[src/hdl/tdfdr_pkg.sv]
// ----------------------------------------------------------------------------
// Target-decoy FDR engine package
// Shared widths, group codes and the job record passed from front to back.
// ----------------------------------------------------------------------------
package tdfdr_pkg;

	// Count and fixed-point widths.
	localparam int COUNT_BITS = 20;
	localparam int FRAC_BITS  = 16;
	localparam int DEN_BITS   = COUNT_BITS + 1;
	localparam int REM_BITS   = DEN_BITS + 1;
	localparam int FDR_BITS   = 17;
	localparam int STEP_BITS  = $clog2(FRAC_BITS + 1);

	// Input field widths.
	localparam int SHIFT_BITS = 8;
	localparam int MODS_BITS  = 8;

	// Stream widths.
	localparam int S_TDATA_BITS = 16;
	localparam int S_TUSER_BITS = 2;
	localparam int M_TDATA_BITS = 24;
	localparam int M_TUSER_BITS = 3;

	// Match groups.
	localparam int GROUP_BITS = 2;
	localparam int NUM_GROUPS = 4;
	localparam logic [GROUP_BITS-1:0] GRP_PLAIN       = 2'd0;
	localparam logic [GROUP_BITS-1:0] GRP_VAR_MODS    = 2'd1;
	localparam logic [GROUP_BITS-1:0] GRP_ONE_SHIFT   = 2'd2;
	localparam logic [GROUP_BITS-1:0] GRP_MULTI_SHIFT = 2'd3;

	// Rate of 1.0 in the output format.
	localparam logic [FDR_BITS-1:0] FDR_ONE = FDR_BITS'(1) << FRAC_BITS;

	// Job queue between front and back.
	localparam int QUEUE_DEPTH = 2;
	localparam int QPTR_BITS   = (QUEUE_DEPTH > 1) ? $clog2(QUEUE_DEPTH) : 1;
	localparam int QCNT_BITS   = $clog2(QUEUE_DEPTH + 1);

	// One rate job: numerator over denominator for a classified match.
	typedef struct packed {
		logic [GROUP_BITS-1:0] group;
		logic                  decoy;
		logic [COUNT_BITS-1:0] num;
		logic [DEN_BITS-1:0]   den;
	} fdr_job_t;

	// Queue status seen by the front and back.
	typedef struct packed {
		logic full;
		logic empty;
	} queue_stat_t;

endpackage

[src/hdl/tdfdr_front.sv]
// ----------------------------------------------------------------------------
// Target-decoy FDR front end
// Accepts matches, drops zero e-values, classifies each match into its group,
// updates the saturating target and decoy counts and issues a rate job.
// ----------------------------------------------------------------------------
module tdfdr_front
	import tdfdr_pkg::*;
(
	input  logic                    clk,
	input  logic                    arst_n,
	input  logic                    in_valid,
	output logic                    in_ready,
	input  logic                    is_decoy,
	input  logic [SHIFT_BITS-1:0]   mass_shifts,
	input  logic [MODS_BITS-1:0]    variable_mods,
	input  logic                    zero_evalue,
	input  queue_stat_t             qstat,
	output logic                    job_push,
	output fdr_job_t                job
);

	logic [COUNT_BITS-1:0] target_counts_q [NUM_GROUPS];
	logic [COUNT_BITS-1:0] decoy_counts_q  [NUM_GROUPS];
	logic [GROUP_BITS-1:0] group;
	logic [COUNT_BITS-1:0] t_cur;
	logic [COUNT_BITS-1:0] d_cur;
	logic [COUNT_BITS-1:0] t_new;
	logic [COUNT_BITS-1:0] d_new;
	logic                  accept;
	logic                  keep;

	// Items are taken whenever the queue has room.
	assign in_ready = !qstat.full;
	assign accept   = in_valid && in_ready;
	assign keep     = accept && !zero_evalue;
	assign job_push = keep;

	// Group selection by shift count, then by variable modifications.
	always_comb begin
		if (mass_shifts == '0) begin
			group = (variable_mods == '0) ? GRP_PLAIN : GRP_VAR_MODS;
		end else if (mass_shifts == SHIFT_BITS'(1)) begin
			group = GRP_ONE_SHIFT;
		end else begin
			group = GRP_MULTI_SHIFT;
		end
	end

	// Saturating increments of the selected counts.
	assign t_cur = target_counts_q[group];
	assign d_cur = decoy_counts_q[group];
	assign t_new = (t_cur == '1) ? t_cur : t_cur + COUNT_BITS'(1);
	assign d_new = (d_cur == '1) ? d_cur : d_cur + COUNT_BITS'(1);

	// A decoy is rated d / (t + 1), a target d / t, both after the update.
	always_comb begin
		job.group = group;
		job.decoy = is_decoy;
		if (is_decoy) begin
			job.num = d_new;
			job.den = {1'b0, t_cur} + DEN_BITS'(1);
		end else begin
			job.num = d_cur;
			job.den = {1'b0, t_new};
		end
	end

	// Count storage.
	always_ff @(posedge clk or negedge arst_n) begin
		if (!arst_n) begin
			for (int g = 0; g < NUM_GROUPS; g++) begin
				target_counts_q[g] <= '0;
				decoy_counts_q[g]  <= '0;
			end
		end else if (keep) begin
			if (is_decoy) begin
				decoy_counts_q[group] <= d_new;
			end else begin
				target_counts_q[group] <= t_new;
			end
		end
	end

endmodule

[src/hdl/tdfdr_queue.sv]
// ----------------------------------------------------------------------------
// Target-decoy FDR job queue
// A short first-in first-out queue of rate jobs between front and back.
// ----------------------------------------------------------------------------
module tdfdr_queue
	import tdfdr_pkg::*;
(
	input  logic        clk,
	input  logic        arst_n,
	input  logic        push,
	input  fdr_job_t    push_job,
	input  logic        pop,
	output fdr_job_t    head_job,
	output queue_stat_t qstat
);

	fdr_job_t              entries_q [QUEUE_DEPTH];
	logic [QPTR_BITS-1:0]  wr_ptr_q;
	logic [QPTR_BITS-1:0]  rd_ptr_q;
	logic [QCNT_BITS-1:0]  count_q;

	assign qstat.full  = (count_q == QCNT_BITS'(QUEUE_DEPTH));
	assign qstat.empty = (count_q == '0);
	assign head_job    = entries_q[rd_ptr_q];

	// Entry storage.
	always_ff @(posedge clk) begin
		if (push) begin
			entries_q[wr_ptr_q] <= push_job;
		end
	end

	// Pointers and fill count.
	always_ff @(posedge clk or negedge arst_n) begin
		if (!arst_n) begin
			wr_ptr_q <= '0;
			rd_ptr_q <= '0;
			count_q  <= '0;
		end else begin
			if (push) begin
				wr_ptr_q <= (wr_ptr_q == QPTR_BITS'(QUEUE_DEPTH - 1)) ? '0
					: wr_ptr_q + QPTR_BITS'(1);
			end
			if (pop) begin
				rd_ptr_q <= (rd_ptr_q == QPTR_BITS'(QUEUE_DEPTH - 1)) ? '0
					: rd_ptr_q + QPTR_BITS'(1);
			end
			if (push && !pop) begin
				count_q <= count_q + QCNT_BITS'(1);
			end else if (pop && !push) begin
				count_q <= count_q - QCNT_BITS'(1);
			end
		end
	end

endmodule

[src/hdl/tdfdr_back.sv]
// ----------------------------------------------------------------------------
// Target-decoy FDR back end
// Restoring divider that turns one rate job into a Q16 rate, one quotient
// bit per cycle, followed by the output register.
// ----------------------------------------------------------------------------
module tdfdr_back
	import tdfdr_pkg::*;
(
	input  logic                  clk,
	input  logic                  arst_n,
	input  queue_stat_t           qstat,
	input  fdr_job_t              head_job,
	output logic                  pop,
	output logic                  out_valid,
	input  logic                  out_ready,
	output logic [GROUP_BITS-1:0] out_group,
	output logic [FDR_BITS-1:0]   out_fdr,
	output logic                  out_decoy
);

	logic                  busy_q;
	logic [STEP_BITS-1:0]  step_q;
	logic [DEN_BITS-1:0]   rem_q;
	logic [DEN_BITS-1:0]   den_q;
	logic [FDR_BITS-1:0]   quo_q;
	logic [GROUP_BITS-1:0] group_q;
	logic                  decoy_q;
	logic                  out_valid_q;
	logic [GROUP_BITS-1:0] out_group_q;
	logic [FDR_BITS-1:0]   out_fdr_q;
	logic                  out_decoy_q;
	logic [REM_BITS-1:0]   rem_x2;
	logic                  fits;
	logic                  done;
	logic                  out_free;
	logic                  saturate;

	assign out_free = !out_valid_q || out_ready;
	assign done     = busy_q && (step_q == STEP_BITS'(FRAC_BITS));
	assign pop      = !busy_q && !qstat.empty;
	assign saturate = ({1'b0, head_job.num} >= head_job.den);

	// One restoring step: double the remainder and try the denominator.
	assign rem_x2 = {rem_q, 1'b0};
	assign fits   = (rem_x2 >= {1'b0, den_q});

	// Divider control and datapath.
	always_ff @(posedge clk or negedge arst_n) begin
		if (!arst_n) begin
			busy_q <= 1'b0;
			step_q <= '0;
		end else if (pop) begin
			busy_q <= 1'b1;
			step_q <= saturate ? STEP_BITS'(FRAC_BITS) : '0;
		end else if (done) begin
			if (out_free) begin
				busy_q <= 1'b0;
			end
		end else if (busy_q) begin
			step_q <= step_q + STEP_BITS'(1);
		end
	end

	always_ff @(posedge clk) begin
		if (pop) begin
			rem_q   <= {1'b0, head_job.num};
			den_q   <= head_job.den;
			quo_q   <= saturate ? FDR_ONE : '0;
			group_q <= head_job.group;
			decoy_q <= head_job.decoy;
		end else if (busy_q && !done) begin
			rem_q <= fits ? DEN_BITS'(rem_x2 - {1'b0, den_q}) : rem_x2[DEN_BITS-1:0];
			quo_q <= {quo_q[FDR_BITS-2:0], fits};
		end
	end

	// Output register: a finished rate waits here while the next divide runs.
	always_ff @(posedge clk or negedge arst_n) begin
		if (!arst_n) begin
			out_valid_q <= 1'b0;
		end else if (done && out_free) begin
			out_valid_q <= 1'b1;
		end else if (out_ready) begin
			out_valid_q <= 1'b0;
		end
	end

	always_ff @(posedge clk) begin
		if (done && out_free) begin
			out_group_q <= group_q;
			out_fdr_q   <= quo_q;
			out_decoy_q <= decoy_q;
		end
	end

	assign out_valid = out_valid_q;
	assign out_group = out_group_q;
	assign out_fdr   = out_fdr_q;
	assign out_decoy = out_decoy_q;

endmodule

[src/hdl/target_decoy_fdr_engine_unit.sv]
// ----------------------------------------------------------------------------
// Target-decoy FDR engine: Q16 false discovery rate per kept match.
// The bit-serial divider takes one job at a time, skipping its steps at rate 1.0;
// the next job leaves the queue once the last rate is in the output register.
// Reset clears all counts, the job queue and the output register.
// ----------------------------------------------------------------------------
module target_decoy_fdr_engine_unit
	import tdfdr_pkg::*;
(
	input  logic                    clk,
	input  logic                    arst_n,
	input  logic                    s_tvalid,
	output logic                    s_tready,
	input  logic [S_TDATA_BITS-1:0] s_tdata,  // [7:0] mass_shifts, [15:8] variable_mods
	input  logic [S_TUSER_BITS-1:0] s_tuser,  // [0] is_decoy, [1] zero_evalue
	output logic                    m_tvalid,
	input  logic                    m_tready,
	output logic [M_TDATA_BITS-1:0] m_tdata,  // [16:0] fdr_value, [23:17] zero
	output logic [M_TUSER_BITS-1:0] m_tuser   // [1:0] group_id, [2] was_decoy
);

	fdr_job_t              push_job;
	fdr_job_t              head_job;
	queue_stat_t           qstat;
	logic                  job_push;
	logic                  job_pop;
	logic [GROUP_BITS-1:0] out_group;
	logic [FDR_BITS-1:0]   out_fdr;
	logic                  out_decoy;

	// Front end: classify and count.
	tdfdr_front u_front (
		.clk           (clk),
		.arst_n        (arst_n),
		.in_valid      (s_tvalid),
		.in_ready      (s_tready),
		.is_decoy      (s_tuser[0]),
		.mass_shifts   (s_tdata[SHIFT_BITS-1:0]),
		.variable_mods (s_tdata[SHIFT_BITS+MODS_BITS-1:SHIFT_BITS]),
		.zero_evalue   (s_tuser[1]),
		.qstat         (qstat),
		.job_push      (job_push),
		.job           (push_job)
	);

	// Job queue.
	tdfdr_queue u_queue (
		.clk      (clk),
		.arst_n   (arst_n),
		.push     (job_push),
		.push_job (push_job),
		.pop      (job_pop),
		.head_job (head_job),
		.qstat    (qstat)
	);

	// Back end: divide and present the result.
	tdfdr_back u_back (
		.clk       (clk),
		.arst_n    (arst_n),
		.qstat     (qstat),
		.head_job  (head_job),
		.pop       (job_pop),
		.out_valid (m_tvalid),
		.out_ready (m_tready),
		.out_group (out_group),
		.out_fdr   (out_fdr),
		.out_decoy (out_decoy)
	);

	// Output packing.
	assign m_tdata = {(M_TDATA_BITS - FDR_BITS)'(0), out_fdr};
	assign m_tuser = {out_decoy, out_group};

`ifndef ASSERT_OFF
	// The rate never exceeds 1.0.
	a_fdr_max: assert property (@(posedge clk) disable iff (!arst_n)
		m_tvalid |-> (m_tdata[FDR_BITS-1:0] <= FDR_ONE))
		else $error("fdr_value above 1.0");

	// The back end only takes a job that is there.
	a_pop_nonempty: assert property (@(posedge clk) disable iff (!arst_n)
		job_pop |-> !qstat.empty)
		else $error("job taken from an empty queue");

	// A job is never written into a full queue.
	a_push_room: assert property (@(posedge clk) disable iff (!arst_n)
		job_push |-> !qstat.full)
		else $error("job written into a full queue");
`endif

endmodule

[config.mk]
export PLATFORM = sky130hd
export DESIGN_NAME = target_decoy_fdr_engine_unit
export DESIGN_NICKNAME = d
export VERILOG_FILES = /design/src/hdl/tdfdr_pkg.sv /design/src/hdl/tdfdr_front.sv /design/src/hdl/tdfdr_queue.sv /design/src/hdl/tdfdr_back.sv /design/src/hdl/target_decoy_fdr_engine_unit.sv
export SDC_FILE = /design/constraint.sdc
export NUM_CORES = 1
export LEC_CHECK = 0
export BUFFER_PORTS_ARGS = -buffer_cell sky130_fd_sc_hd__buf_2
export CAP_MARGIN = 20
export CORE_UTILIZATION = 25
export CTS_BUF_LIST = sky130_fd_sc_hd__clkbuf_16
export DETAILED_ROUTE_END_ITERATION = 12
export PLACE_DENSITY = 0.39
export SYNTH_ARGS = -nofsm -noshare
export SYNTH_HDL_FRONTEND = slang
export SYNTH_SLANG_ARGS = --single-unit
[constraint.sdc]
create_clock -name clk -period 9.15 [get_ports clk]
set_clock_uncertainty 0.05 [all_clocks]
set_input_delay 0.4575 -clock clk [delete_from_list [all_inputs] [get_ports clk]]
set_output_delay 0.4575 -clock clk [all_outputs]
set_load 0.005 [all_outputs]
; Word-level counts from Yosys, hierarchy flattened
; Memory sizes are Yosys's and may differ from the RTL's.
; Index checks and enable logic that the tools add are counted.
[totals]
ram_bits = 88
input_bits = 22
out_inout_bits = 29
n_memories = 1
register_bits = 253
wordCells = 113
[op_classes]
bitwise = 2
reduce_logical = 31
mux = 37
eq_ne = 6
n_lt_le_gt_ge = 4
add_sub_neg = 9
[memory_table]
columns = memory, words, width, rd, rd_clocked_by_memory_dff, write_ports, line
row1 = u_queue.entries_q, 2, 44, 1, 0, 1, tdfdr_queue.sv:17  ; fdr_job_t entries_q [QUEUE_DEPTH];
[ops]
columns = cell, count
row1 = 20-bit 2-to-1 mux, 9
row2 = 80-bit bitwise mux, 2
row3 = 20-bit binary-select mux with 2-bit select, 2
row4 = 17-bit 2-to-1 mux, 3
row5 = 41-bit 2-to-1 mux, 1
row6 = 20-bit by 1-bit adder with 20-bit output (second input constant), 2
row7 = 20-bit demux with 2-bit select, 1
row8 = 20-bit == test (second input constant), 2
row9 = 22-bit by 21-bit >= comparator with 1-bit output, 1
row10 = 20-bit by 1-bit adder with 21-bit output (second input constant), 1
row11 = 20-bit by 21-bit >= comparator with 1-bit output, 1
row12 = 21-bit 2-to-1 mux, 1
row13 = 21-bit subtractor, 1
row14 = 5-bit 2-to-1 mux, 4
row15 = 8-bit logical NOT, 2
row16 = 2-bit nonzero test, 6
row17 = 1-bit 2-to-1 mux, 11
row18 = 1-bit logical AND, 9
row19 = 8-bit by 1-bit == test with 1-bit output (second input constant), 1
row20 = 1-bit logical NOT, 8
row21 = 2-bit AND reduction, 4
row22 = 2-bit 2-to-1 mux, 3
row23 = 5-bit by 1-bit adder with 5-bit output (second input constant), 1
row24 = 5-bit == test (second input constant), 1
row25 = other kinds (11), 12

; Logic depth before layout (Yosys ltp)
; Gate-level depths: netlist of run 1.
[depth]
ltp_word = 10
depth_mapped = 18
mapped_depth_nobuf = 12

; Hierarchy
; A second synthesis of run 1 with hierarchy kept.
[hier_totals]
hier_cells = 1633
area_unflattened_um2 = 17748.3
[by_module_without_submodules]
columns = mod, instances, area_each_um2, seq_area_each_um2, cells_each
row1 = tdfdr_front, 1, 9051.2, 4003.8, 1005
row2 = tdfdr_back, 1, 5071.1, 2627.5, 466
row3 = tdfdr_queue, 1, 3562.2, 2742.6, 153
row4 = target_decoy_fdr_engine_unit, 1, 63.8, 0.0, 9

; Least setup slack after synthesis of run 1
; No wires, ideal clock.
[synth_path]
path_kind = input to register
from = input port s_tdata[6]
to = memory u_queue.entries_q[0][22] (netlist name) (data pin)
path_buffers = 4
arrival_ns = 3.689
stages = 14
setup_time_ns = 0.276
setup_slack_ns = 5.135
required_ns = 8.824
cell_sequence = or4_1 > nor2_1 > buf_2 > clkbuf_1 > clkbuf_1 > nand2_1 > nand2_1 > ha_1 > o221ai_1 > nor3_2 > nand4_1 > buf_2 > mux2i_1 > a21oi_1
[synth_rtl]
columns = element, line
row1 = "start, declared", target_decoy_fdr_engine_unit.sv:14  ; input logic [S_TDATA_BITS-1:0] s_tdata,
row2 = "end, declared", tdfdr_queue.sv:17

==> reports/results.tsv, run 1 <==
metric	value	unit
Max FO, Critical Path	26	
Max IR drop VDD	0.1358	mV
vias in the first global route	11892	
status	finished, final reports clean	
most used cell, CP	mux2i_1	
highest-delay cell along the critical path	nand4_1	
register area	0.009375	mm^2
synth cell count leaders	171 x dfrtp_1, 169 x edfxtp_1, 162 x nand2_1	
HPWL after DPL	31110	um
Power Dens Cells	275.6	mW/mm^2
die area	0.07003	mm^2
complex-gate fraction of the synthesized area	0.1200	
DR iter-0 viols	708	
dominant synthesized flop cell	dfrtp_1	
sequential fraction of the synthesis area	0.5436	
Pleak	0.007988	uW
worst slew pin tran	1096	ps
routability cong.	0.8077	
Initial Util	0.2545	
H-tree depth	2	
CP cell instances	buf_2, or4_1, nor2_4, buf_4, mux2i_1, inv_1, ha_1, o221ai_1, nor3_2, nand4_1, mux2i_1, a21oi_1	
Yosys warning total	0	
final hold violation count	0	
mux cell area share after synthesis	0.09426	
DRC viols	0	
FFs w/ async S/R, synth	0.5015	
Setup TNS	0	ps
post-cts resize count	0	
share of the synthesized area in the top cell type	0.2943	
Synth cell types	90	
nets@finish	1650	
area leader, netlist	edfxtp_1	
Final min period	4420	ps
RSZ-0062 raised after global routing	no	
main combinational cell family by area after synthesis	simple AND/OR/NAND/NOR gates	
Syn Std Cell Area	0.01724	mm^2
Core Area	0.06775	mm^2
Final setup viols	0	
first-pass GRT wire length	74170	um
largest net degree at the start of global routing	66	
CTS Root Cell	clkbuf_16	
Post-Syn Instances	1561	
Slew headroom	0.2662	
Crit path required time	9380	ps
global-route usage over all layers	0.1367	
total gr overflow	0	
syn avg cell area	11.05	um^2
clock transition at the registers of the reported paths	60	ps
total clock sinks	341	
die width	264.6	um
Clock Tree Buf Depth	3	
Final Max Tran Viols	0	
Final period util	0.4830	
DRT antenna net count	0	
max frequency	226.3	MHz
CTS tree	done	
Routed WL	46870	um
Worst Setup Start Kind	input pin	
Top Ports	51	
Layout Utilization	0.2887	
Worst EP arrival	4650	ps
row cnt	95	
DR WL/cell	18.84	um
Area Growth Syn to Fin	13.42	%
DIE HEIGHT	264.6	um
Worst setup EP type	flip-flop	
multi-input logic area	0.007259	mm^2
buffers added on ports	43	
Worst Hold Class	in -> reg	
fill cell count	7056	
post-synthesis simple-gate area fraction	0.1386	
CP peak stage delay	780	ps
vias per inst	4.700	
top cells by area, synth	edfxtp_1 29%, dfrtp_1 25%, mux2_2 5.9%, nand2_1 3.5%, mux2i_1 3.5%	
Vias	11688	
Post-synth EDFFs	169	
adder-cell share of the synthesized area	0.03381	
Clock Latency Late Sink	570	ps
most frequent cell after synthesis	dfrtp_1	
WS Path Type	in -> reg	
max_cap viols	0	
antenna violations before repair	1	
XOR/XNOR Fraction of Synth Area	0.03048	
share of layout cells above drive strength 1	0.1581	
r2r setup slk	5190	ps
total CTS buffers	41	
number of detailed-route iterations in the first pass	5	
Yosys reg bits	341	
==> cell families after synthesis <==
group / count (synthesis)
xor gates and xnor gates: 60
AOI/OAI and AO/OA: 322
other: 1
and+or+nand+nor: 488
muxes: 151
DFF: 341
adders and majority gates: 46
buffers and inverters: 152
==> metal layers <==
layer / up-vias / share of wire / GRT usage
met2: 182 / 0.45 / 0.2147
met5: - / 0 / 0
met3: 49 / 0.040 / 0.02267
li1: 5668 / - / -
met1: 5789 / 0.49 / 0.1923
met4: 0 / 0.019 / 0.03960
==> power by group <==
part           internal (uW)  switching (uW)
logic                    693            1060
clock network            846             658
registers               2010             123
total                   3540            1850
==> worst paths after layout <==
check / from / to / depth (start not counted)
max: s_tdata[6] / u_queue.entries_q[1][22] / 12
max reg2reg: u_back.rem_q[6] / u_back.rem_q[5] / 11
min in group asynchronous: arst_n / u_front.decoy_counts_q[43] / 2
min reg2reg: u_back.group_q[0] / u_back.out_group[0] / 0
min: m_tready / u_back.out_valid / 3
max in group asynchronous: arst_n / u_queue.rd_ptr_q / 4
==> area by class of cell <==
| cell class | count | area share |
|---|---|---|
| Sequential cell | 341 | 0.4794 |
| Clock buffer | 43 | 0.05502 |
| Clock inverter | 31 | 0.007229 |
| Inverter | 60 | 0.01152 |
| Multi-Input combinational cell | 1074 | 0.3712 |
| Tap cell | 873 | 0.05585 |
| Timing Repair Buffer | 64 | 0.01970 |
| Antenna cell | 1 | 0.0001280 |
==> registers in the layout (all words and copies together) (netlist names) <==
register and cells:
u_back.rem_q 21, u_back.out_valid 1, u_back.den_q 21, u_back.out_fdr 17, u_back.out_decoy 1, u_front.target_counts_q 80, u_back.step_q 5, u_queue.entries_q 88
u_back.busy_q 1, u_queue.wr_ptr_q 1, u_back.group_q 2, u_queue.rd_ptr_q 1, u_back.decoy_q 1, u_queue.count_q 2, u_front.decoy_counts_q 80, u_back.quo_q 17
u_back.out_group 2
==> through the flow <==
stage                     cells  total power, uW  hold WS [ps]  setup slack (ps)  instance area [um^2]
after floorplan            1567             3429         111.9              5135                 17270
after global placement     2410             3927         357.3              4287                 18320
after detailed placement   2410             3942         361.0              4176                 18320
after CTS                  2485             5493         145.9              4731                 19540
after global routing       2486             5760         174.4              4425                 19560
final                      2487             5390         189.1              4730                 19560
==> what timing repair did <==
item	CTS	global route
hold buffers	1	0
buffers inserted	0	0
endpoints found under the hold margin	53	0
==> cell usage in the layout (no fill, tap or decap), types with 29 or more instances in the layout <==
cell,instances
a21oi_1,64
a31oi_1,34
buf_2,42
clkbuf_16,43
dfrtp_1,170
edfxtp_1,169
ha_1,45
inv_1,67
mux2_2,91
mux2i_1,60
nand2_1,160
nand3_1,61
nor2_1,122
o21ai_0,106
xnor2_1,31
xor2_1,29
==> critical path: cells and delay by family <==
family                   cells  cell delay, ps
AND/OR/NAND/NOR              4            2080
buffers and inverters        3             620
multiplexers                 2             790
adder cells (fa/ha/maj)      1             270
AO/OA/AOI/OAI                2             390
(Power assumes the default switching activity.)
==> inputs of run 2 (changes only) <==
ABC_AREA = 1   (was not set)
clock period = 4.5 ns   (was 9.15 ns; I/O delays follow)
==> run 2 against run 1 <==
  * Via count up 19%
  * Cell count up 27%
  * Global-route usage up 0.73 points
  * Utilization up 0.29 points
  * Total power up 130%
  * Die area up 3.6%
  * Sequential cell count unchanged
  * Clock power up 130%
  * Sequential share of layout area down 2.3 points
  * Synthesized cell count up 38%
  * Register-to-register slack worse by 4000 ps
  * Critical endpoint is now u_back.step_q[4]
  * Sequential power up 110%
==> reports/results.tsv, run 2 <==
metric	value	unit	change
HPWL after DPL	35870	um	was 31,110 um
vias per inst	4.413		was 4.700
first-pass GRT wire length	82270	um	was 74,170 um
CP top delay family	simple AND/OR/NAND/NOR gates		unchanged
area leader, netlist	edfxtp_1		unchanged
Final Max Tran Viols	0		unchanged
Clock Tree Buf Depth	3		unchanged
Pleak	0.009785	uW	was 0.007988 uW
Worst setup EP type	flip-flop		unchanged
final instance count without filler cells	3156		was 2,487
DRC viols	0		unchanged
routability cong.	0.8231		was 0.8077
Hold Path Origin	s_tvalid		was m_tready
Yosys reg bits	341		unchanged
largest net degree at the start of global routing	103		was 66
syn avg cell area	8.326	um^2	was 11.05 um^2
register area	0.009374	mm^2	was 0.009375 mm^2
CTS tree	done		unchanged
Synth cell types	52		was 90
H-tree depth	2		unchanged
Final period util	0.7465		
multi-input logic area	0.007216	mm^2	was 0.007259 mm^2
synth cell count leaders	781 x nand2_1, 205 x inv_1, 171 x dfrtp_1		was 171 x dfrtp_1, 169 x edfxtp_1, 162 x nand2_1
worst slew pin tran	963.6	ps	was 1096 ps
most common cell after layout, fill and taps aside	nand2_1		was dfrtp_1
number of detailed-route iterations in the first pass	7		was 5
Initial Util	0.2539		was 0.2545
Worst Hold Slack	106.0	ps	was 189.1 ps
DR WL/cell	16.55	um	was 18.84 um
Setup TNS	0	ps	unchanged
max frequency	297.7	MHz	
Reg2Reg Capture Point	u_back.step_q[4]		was u_back.rem_q[5]
r2r setup slk	1140	ps	was 5190 ps
share of layout cells above drive strength 1	0.1092		was 0.1581
RSZ-0062 raised after global routing	no		unchanged
top cells by area, synth	edfxtp_1 28%, dfrtp_1 24%, nand2_1 16%, nand3_1 4.4%, inv_1 4.3%		was edfxtp_1 29%, dfrtp_1 25%, mux2_2 5.9%, nand2_1 3.5%, mux2i_1 3.5%
post-cts resize count	0		unchanged
Max IR drop VDD	0.3020	mV	was 0.1358 mV
Worst Hold End	u_queue.wr_ptr_q		was u_back.out_valid
buffers added on ports	43		unchanged
Slew headroom	0.3569		was 0.2662
total gr overflow	0		unchanged
status	finished, final reports clean		unchanged
share of the synthesized area in the top cell type	0.2839		was 0.2943
Crit path required time	4940	ps	was 9380 ps
Post-Syn Instances	2147		was 1,561
CP cell instances	buf_4, o21ai_0, ha_1, nand2_1, or3b_2, nor3_1, nand4_1, nand3_1, nand2_1, a22oi_1		was buf_2, or4_1, nor2_4, buf_4, mux2i_1, inv_1, ha_1, o221ai_1, nor3_2, nand4_1, mux2i_1, a21oi_1
dpl cells	3077		was 2,410
largest register by flop count	u_queue.entries_q		unchanged
die width	269.4	um	was 264.6 um
DIE HEIGHT	269.4	um	was 264.6 um
Vias	13929		was 11.69k
clock transition at the registers of the reported paths	60	ps	about the same
Area Growth Syn to Fin	14.80	%	was 13.42%
nets@finish	2254		was 1,650
DR iter-0 viols	943		was 708
die area	0.07258	mm^2	was 0.07003 mm^2
highest-delay cell along the critical path	or3b_2		was nand4_1
fill cell count	7571		was 7,056
n_diodes	0		was 1
most used cell, CP	nand2_1		was mux2i_1
CP peak stage delay	480	ps	was 780 ps
Power Dens Cells	607.8	mW/mm^2	was 275.6 mW/mm^2
most frequent cells in the layout	781 x nand2_1, 211 x inv_1, 171 x dfrtp_1		was 170 x dfrtp_1, 169 x edfxtp_1, 160 x nand2_1
Post-synth EDFFs	169		unchanged
total CTS buffers	43		was 41
CTS Root Cell	clkbuf_16		unchanged
Largest register FFs	88		unchanged
WP buf/inv	1		was 3
Core Area	0.07039	mm^2	was 0.06775 mm^2
Final min period	3359	ps	
Worst EP arrival	3800	ps	was 4650 ps
WS Path Type	reg -> reg		was in -> reg
Clock Latency Late Sink	580	ps	was 570 ps
max_cap viols	0		unchanged
FF-to-FF path depth	10		was 11
hold depth	5		was 3
Routed WL	52230	um	was 46,870 um
Final setup viols	0		unchanged
DRT antenna net count	0		unchanged
final hold violation count	0		unchanged
Yosys warning total	0		unchanged
vias in the first global route	13817		was 11.89k
global-route usage over all layers	0.1440		was 0.1367
Power, Total	12470	uW	was 5390 uW
Syn Std Cell Area	0.01788	mm^2	was 0.01724 mm^2
total clock sinks	341		unchanged
Max FO, Critical Path	45		was 26
Top Ports	51		unchanged
sequential fraction of the synthesis area	0.5244		was 0.5436
Worst Setup Start Kind	flip-flop		was input pin
row cnt	97		was 95
most frequent cell after synthesis	nand2_1		was dfrtp_1
FFs w/ async S/R, synth	0.5015		unchanged
antenna violations before repair	0		was 1
Worst Hold Class	in -> reg		unchanged
dominant synthesized flop cell	dfrtp_1		unchanged
Regs by FF count	u_queue.entries_q (88), u_front.decoy_counts_q (80), u_front.target_counts_q (80)		unchanged
Crit Reg-Reg Startpoint	u_queue.rd_ptr_q		was u_back.rem_q[6]
==> run 2: cells by family (layout without fill, tap and decap cells) <==
group	Yosys count	after routing	synth area share
muxes	1	1	0.0005600
DFF	341	341	0.5244
and+or+nand+nor	1200	1200	0.2898
adders and majority gates	46	46	0.03262
buffers and inverters	317	380	0.07524
other	1	7	0.0002098
xor gates and xnor gates	22	22	0.01078
AOI/OAI and AO/OA	219	219	0.06643
==> run 2: final cells by class <==
class                   count  area share
clock inverters            32     0.01518
repair buffers             76     0.02481
clock buffers              43     0.05243
inverters                 229     0.04189
multi-input cells        1495      0.3516
flip-flops and latches    341      0.4568
well taps                 940     0.05731
==> run 2: tightest hold or removal path, delay by kind of cell <==
kind	cells	cell delay [ps]
buffers and inverters	2	200
AND/OR/NAND/NOR	3	270
==> run 2: routing by layer <==
metal | vias up | wire length (um) | global-route usage
met4 | 0 | 1155 | 0.03888
met5 | - | 0 | 0
met3 | 66 | 2087 | 0.02235
met1 | 6576 | 25520 | 0.2047
li1 | 7002 | - | -
met2 | 285 | 23470 | 0.2259
==> run 2: worst max path at each step <==
| stage | start | endpoint | slack, ps | depth (start not counted) |
|---|---|---|---|---|
| floorplan | u_queue.count_q[1] | u_queue.entries_q[1][0] | 1270 | 5 |
| global placement | s_tdata[7] | u_queue.entries_q[0][21] | 850 | 19 |
| detailed placement | s_tdata[7] | u_queue.entries_q[1][31] | 720 | 19 |
| CTS | u_queue.rd_ptr_q | u_back.step_q[4] | 1060 | 12 |
| global route | u_queue.rd_ptr_q | u_back.step_q[4] | 920 | 12 |
| finish | u_queue.rd_ptr_q | u_back.step_q[4] | 1140 | 10 |
==> run 2: what timing repair did <==
item                       CTS  global route
hold endpoints to repair    71             0
hold buffers                 3             0
setup endpoints to repair    0             0
buffers inserted             0             0
==> run 2: where the power goes <==
group,total [uW],switching (uW),internal (uW)
Sequential,4410,227,4190
Combinational,4620,3130,1490
Clock,3440,1410,2030
Total,12500,4770,7700
==> run 2: metrics by stage <==
stage	area, um^2	worst slack, ps	util
after floorplan	17900	1268	-
after global placement	19090	854.7	0.2712
after detailed placement	19090	719.7	0.2712
after CTS	20510	1060	0.2913
after global routing	20520	915.3	0.2915
final	20520	1141	0.2915
==> inputs of run 3 (changes only) <==
clock period = 3.1 ns   (was 4.5 ns; I/O delays follow)
==> run 3 against run 2 <==
  * Critical path type unchanged
  * Non-clock buffer count rose by 63
  * Largest power group unchanged
  * Largest cell class unchanged
  * Highest routed layer unchanged
  * Critical endpoint unchanged
  * Count of clock-buffer cells in the layout rose by 1
  * Critical path depth rose by 2
==> reports/results.tsv, run 3 (synthesized netlist as in run 2, its figures left out) <==
metric	value	unit	change
global-route usage over all layers	0.1432		was 0.1440
row cnt	97		unchanged
Clock Latency Late Sink	590	ps	was 580 ps
RSZ-0062 raised after global routing	no		unchanged
Worst EP arrival	3250	ps	was 3800 ps
total gr overflow	0		unchanged
Pleak	0.01014	uW	was 0.009785 uW
Critical Path Start	u_queue.rd_ptr_q		unchanged
WS Path Type	reg -> reg		unchanged
die width	269.4	um	unchanged
Final setup viols	0		unchanged
vias per inst	4.442		was 4.413
Post-CTS Hold Fix Bufs	4		was 3
Max FO, Critical Path	6		was 45
total clock sinks	341		unchanged
DR iter-0 viols	1111		was 943
status	finished, final reports clean		unchanged
DRC viols	0		unchanged
max frequency	356.1	MHz	was 297.7 MHz
Top Ports	51		unchanged
DIE HEIGHT	269.4	um	unchanged
largest register by flop count	u_queue.entries_q		unchanged
Initial Util	0.2539		unchanged
Regs by FF count	u_queue.entries_q (88), u_front.decoy_counts_q (80), u_front.target_counts_q (80)		unchanged
Core Area	0.07039	mm^2	unchanged
nets@finish	2317		was 2,254
share of layout cells above drive strength 1	0.1341		was 0.1092
max_cap viols	0		unchanged
Worst Hold Class	in -> async		was in -> reg
Final Max Tran Viols	0		unchanged
Final period util	0.9060		was 0.7465
worst slew pin tran	887.7	ps	was 963.6 ps
most frequent cells in the layout	781 x nand2_1, 217 x inv_1, 171 x dfrtp_1		was 781 x nand2_1, 211 x inv_1, 171 x dfrtp_1
Power Dens Cells	874.3	mW/mm^2	was 607.8 mW/mm^2
Setup TNS	0	ps	unchanged
total CTS buffers	43		unchanged
antenna violations before repair	0		unchanged
Crit path required time	3540	ps	was 4940 ps
Largest register FFs	88		unchanged
Area Growth Syn to Fin	17.74	%	was 14.80%
largest net degree at the start of global routing	70		was 103
dpl ws	93.75	ps	was 719.7 ps
number of detailed-route iterations in the first pass	5		was 7
H-tree depth	2		unchanged
# Post-CTS Setup Buffers	0		unchanged
die area	0.07258	mm^2	unchanged
CTS Root Cell	clkbuf_16		unchanged
post-cts resize count	0		unchanged
Crit Reg-Reg Startpoint	u_queue.rd_ptr_q		unchanged
worst setup path endpoint	u_back.step_q[4]		unchanged
DRT antenna net count	0		unchanged
Power, Total	18400	uW	was 12,470 uW
Slew headroom	0.4075		was 0.3569
final hold violation count	0		unchanged
Layout Utilization	0.2990		was 0.2915
FF-to-FF path depth	12		was 10
n_diodes	0		unchanged
vias in the first global route	14099		was 13.82k
Clock Tree Buf Depth	3		unchanged
final setup margin	291.5	ps	was 1141 ps
buffers added on ports	43		unchanged
Routed WL	51820	um	was 52,230 um
HPWL after DPL	36440	um	was 35,870 um
Reg2Reg Capture Point	u_back.step_q[4]		unchanged
first-pass GRT wire length	82620	um	was 82,270 um
CTS tree	done		unchanged
clock transition at the registers of the reported paths	60	ps	about the same
Worst setup EP type	flip-flop		unchanged
Vias	14313		was 13.93k
most common cell after layout, fill and taps aside	nand2_1		unchanged
r2r setup slk	290	ps	was 1140 ps
DR WL/cell	16.08	um	was 16.55 um
routability cong.	0.8766		was 0.8231
Worst Setup Start Kind	flip-flop		unchanged
Max IR drop VDD	0.3492	mV	was 0.3020 mV
Final min period	2808	ps	was 3359 ps
run 3: critical path, stage by stage, from the launching register on:
cell,delay [ps]
dfrtp_1,400
inv_1,160
or2_2,140
o21ai_0,100
buf_4,180
ha_1,310
nand2_1,90
or3b_2,500
nor3_1,240
nand4_1,120
nand3_1,160
nand2_1,130
a22oi_1,170
run 3: power breakdown:
| part | internal [uW] | switching, uW | total, uW | leakage, uW |
|---|---|---|---|---|
| combinational | 2480 | 4640 | 7130 | 0.00549 |
| clock | 2830 | 2040 | 4870 | 0.000710 |
| sequential | 6070 | 332 | 6400 | 0.00393 |
| total | 11400 | 7020 | 18400 | 0.0101 |
run 3: worst min-delay path by stage:
stage	startpoint	to	slack (ps)
after floorplan	arst_n	u_back.busy_q	-190
after global placement	arst_n	u_front.target_counts_q[29]	120
after detailed placement	arst_n	u_front.target_counts_q[29]	120
after CTS	arst_n	u_front.target_counts_q[70]	60
after global routing	arst_n	u_front.target_counts_q[14]	100
final	arst_n	u_front.target_counts_q[34]	60
run 3: final cells by class:
cell class                      instances  area [um^2]
Fill cell                            7543        49340
Sequential cell                       341         9374
Multi-Input combinational cell       1495         7216
Tap cell                              940         1176
Clock buffer                           44         1101
Timing Repair Buffer                  139         1065
Inverter                              229        859.6
Clock inverter                         34        256.5
run 3: through the flow:
step / instances / instance area (um^2) / hold slack (ps)
2_1_floorplan: 2153 / 17900 / -190.6
3_3_place_gp: 3140 / 19650 / 119.2
3_5_place_dp: 3140 / 19650 / 118.3
4_1_cts: 3222 / 21050 / 61.77
5_1_grt: 3222 / 21050 / 102.5
6_report: 3222 / 21050 / 64.63
run 3: metal layers:
metal | global-route usage | vias up | share of wire
li1 | - | 7118 | -
met1 | 0.2020 | 6891 | 0.49
met2 | 0.2291 | 237 | 0.46
met3 | 0.02120 | 67 | 0.036
met4 | 0.03514 | 0 | 0.019
met5 | 0 | - | 0
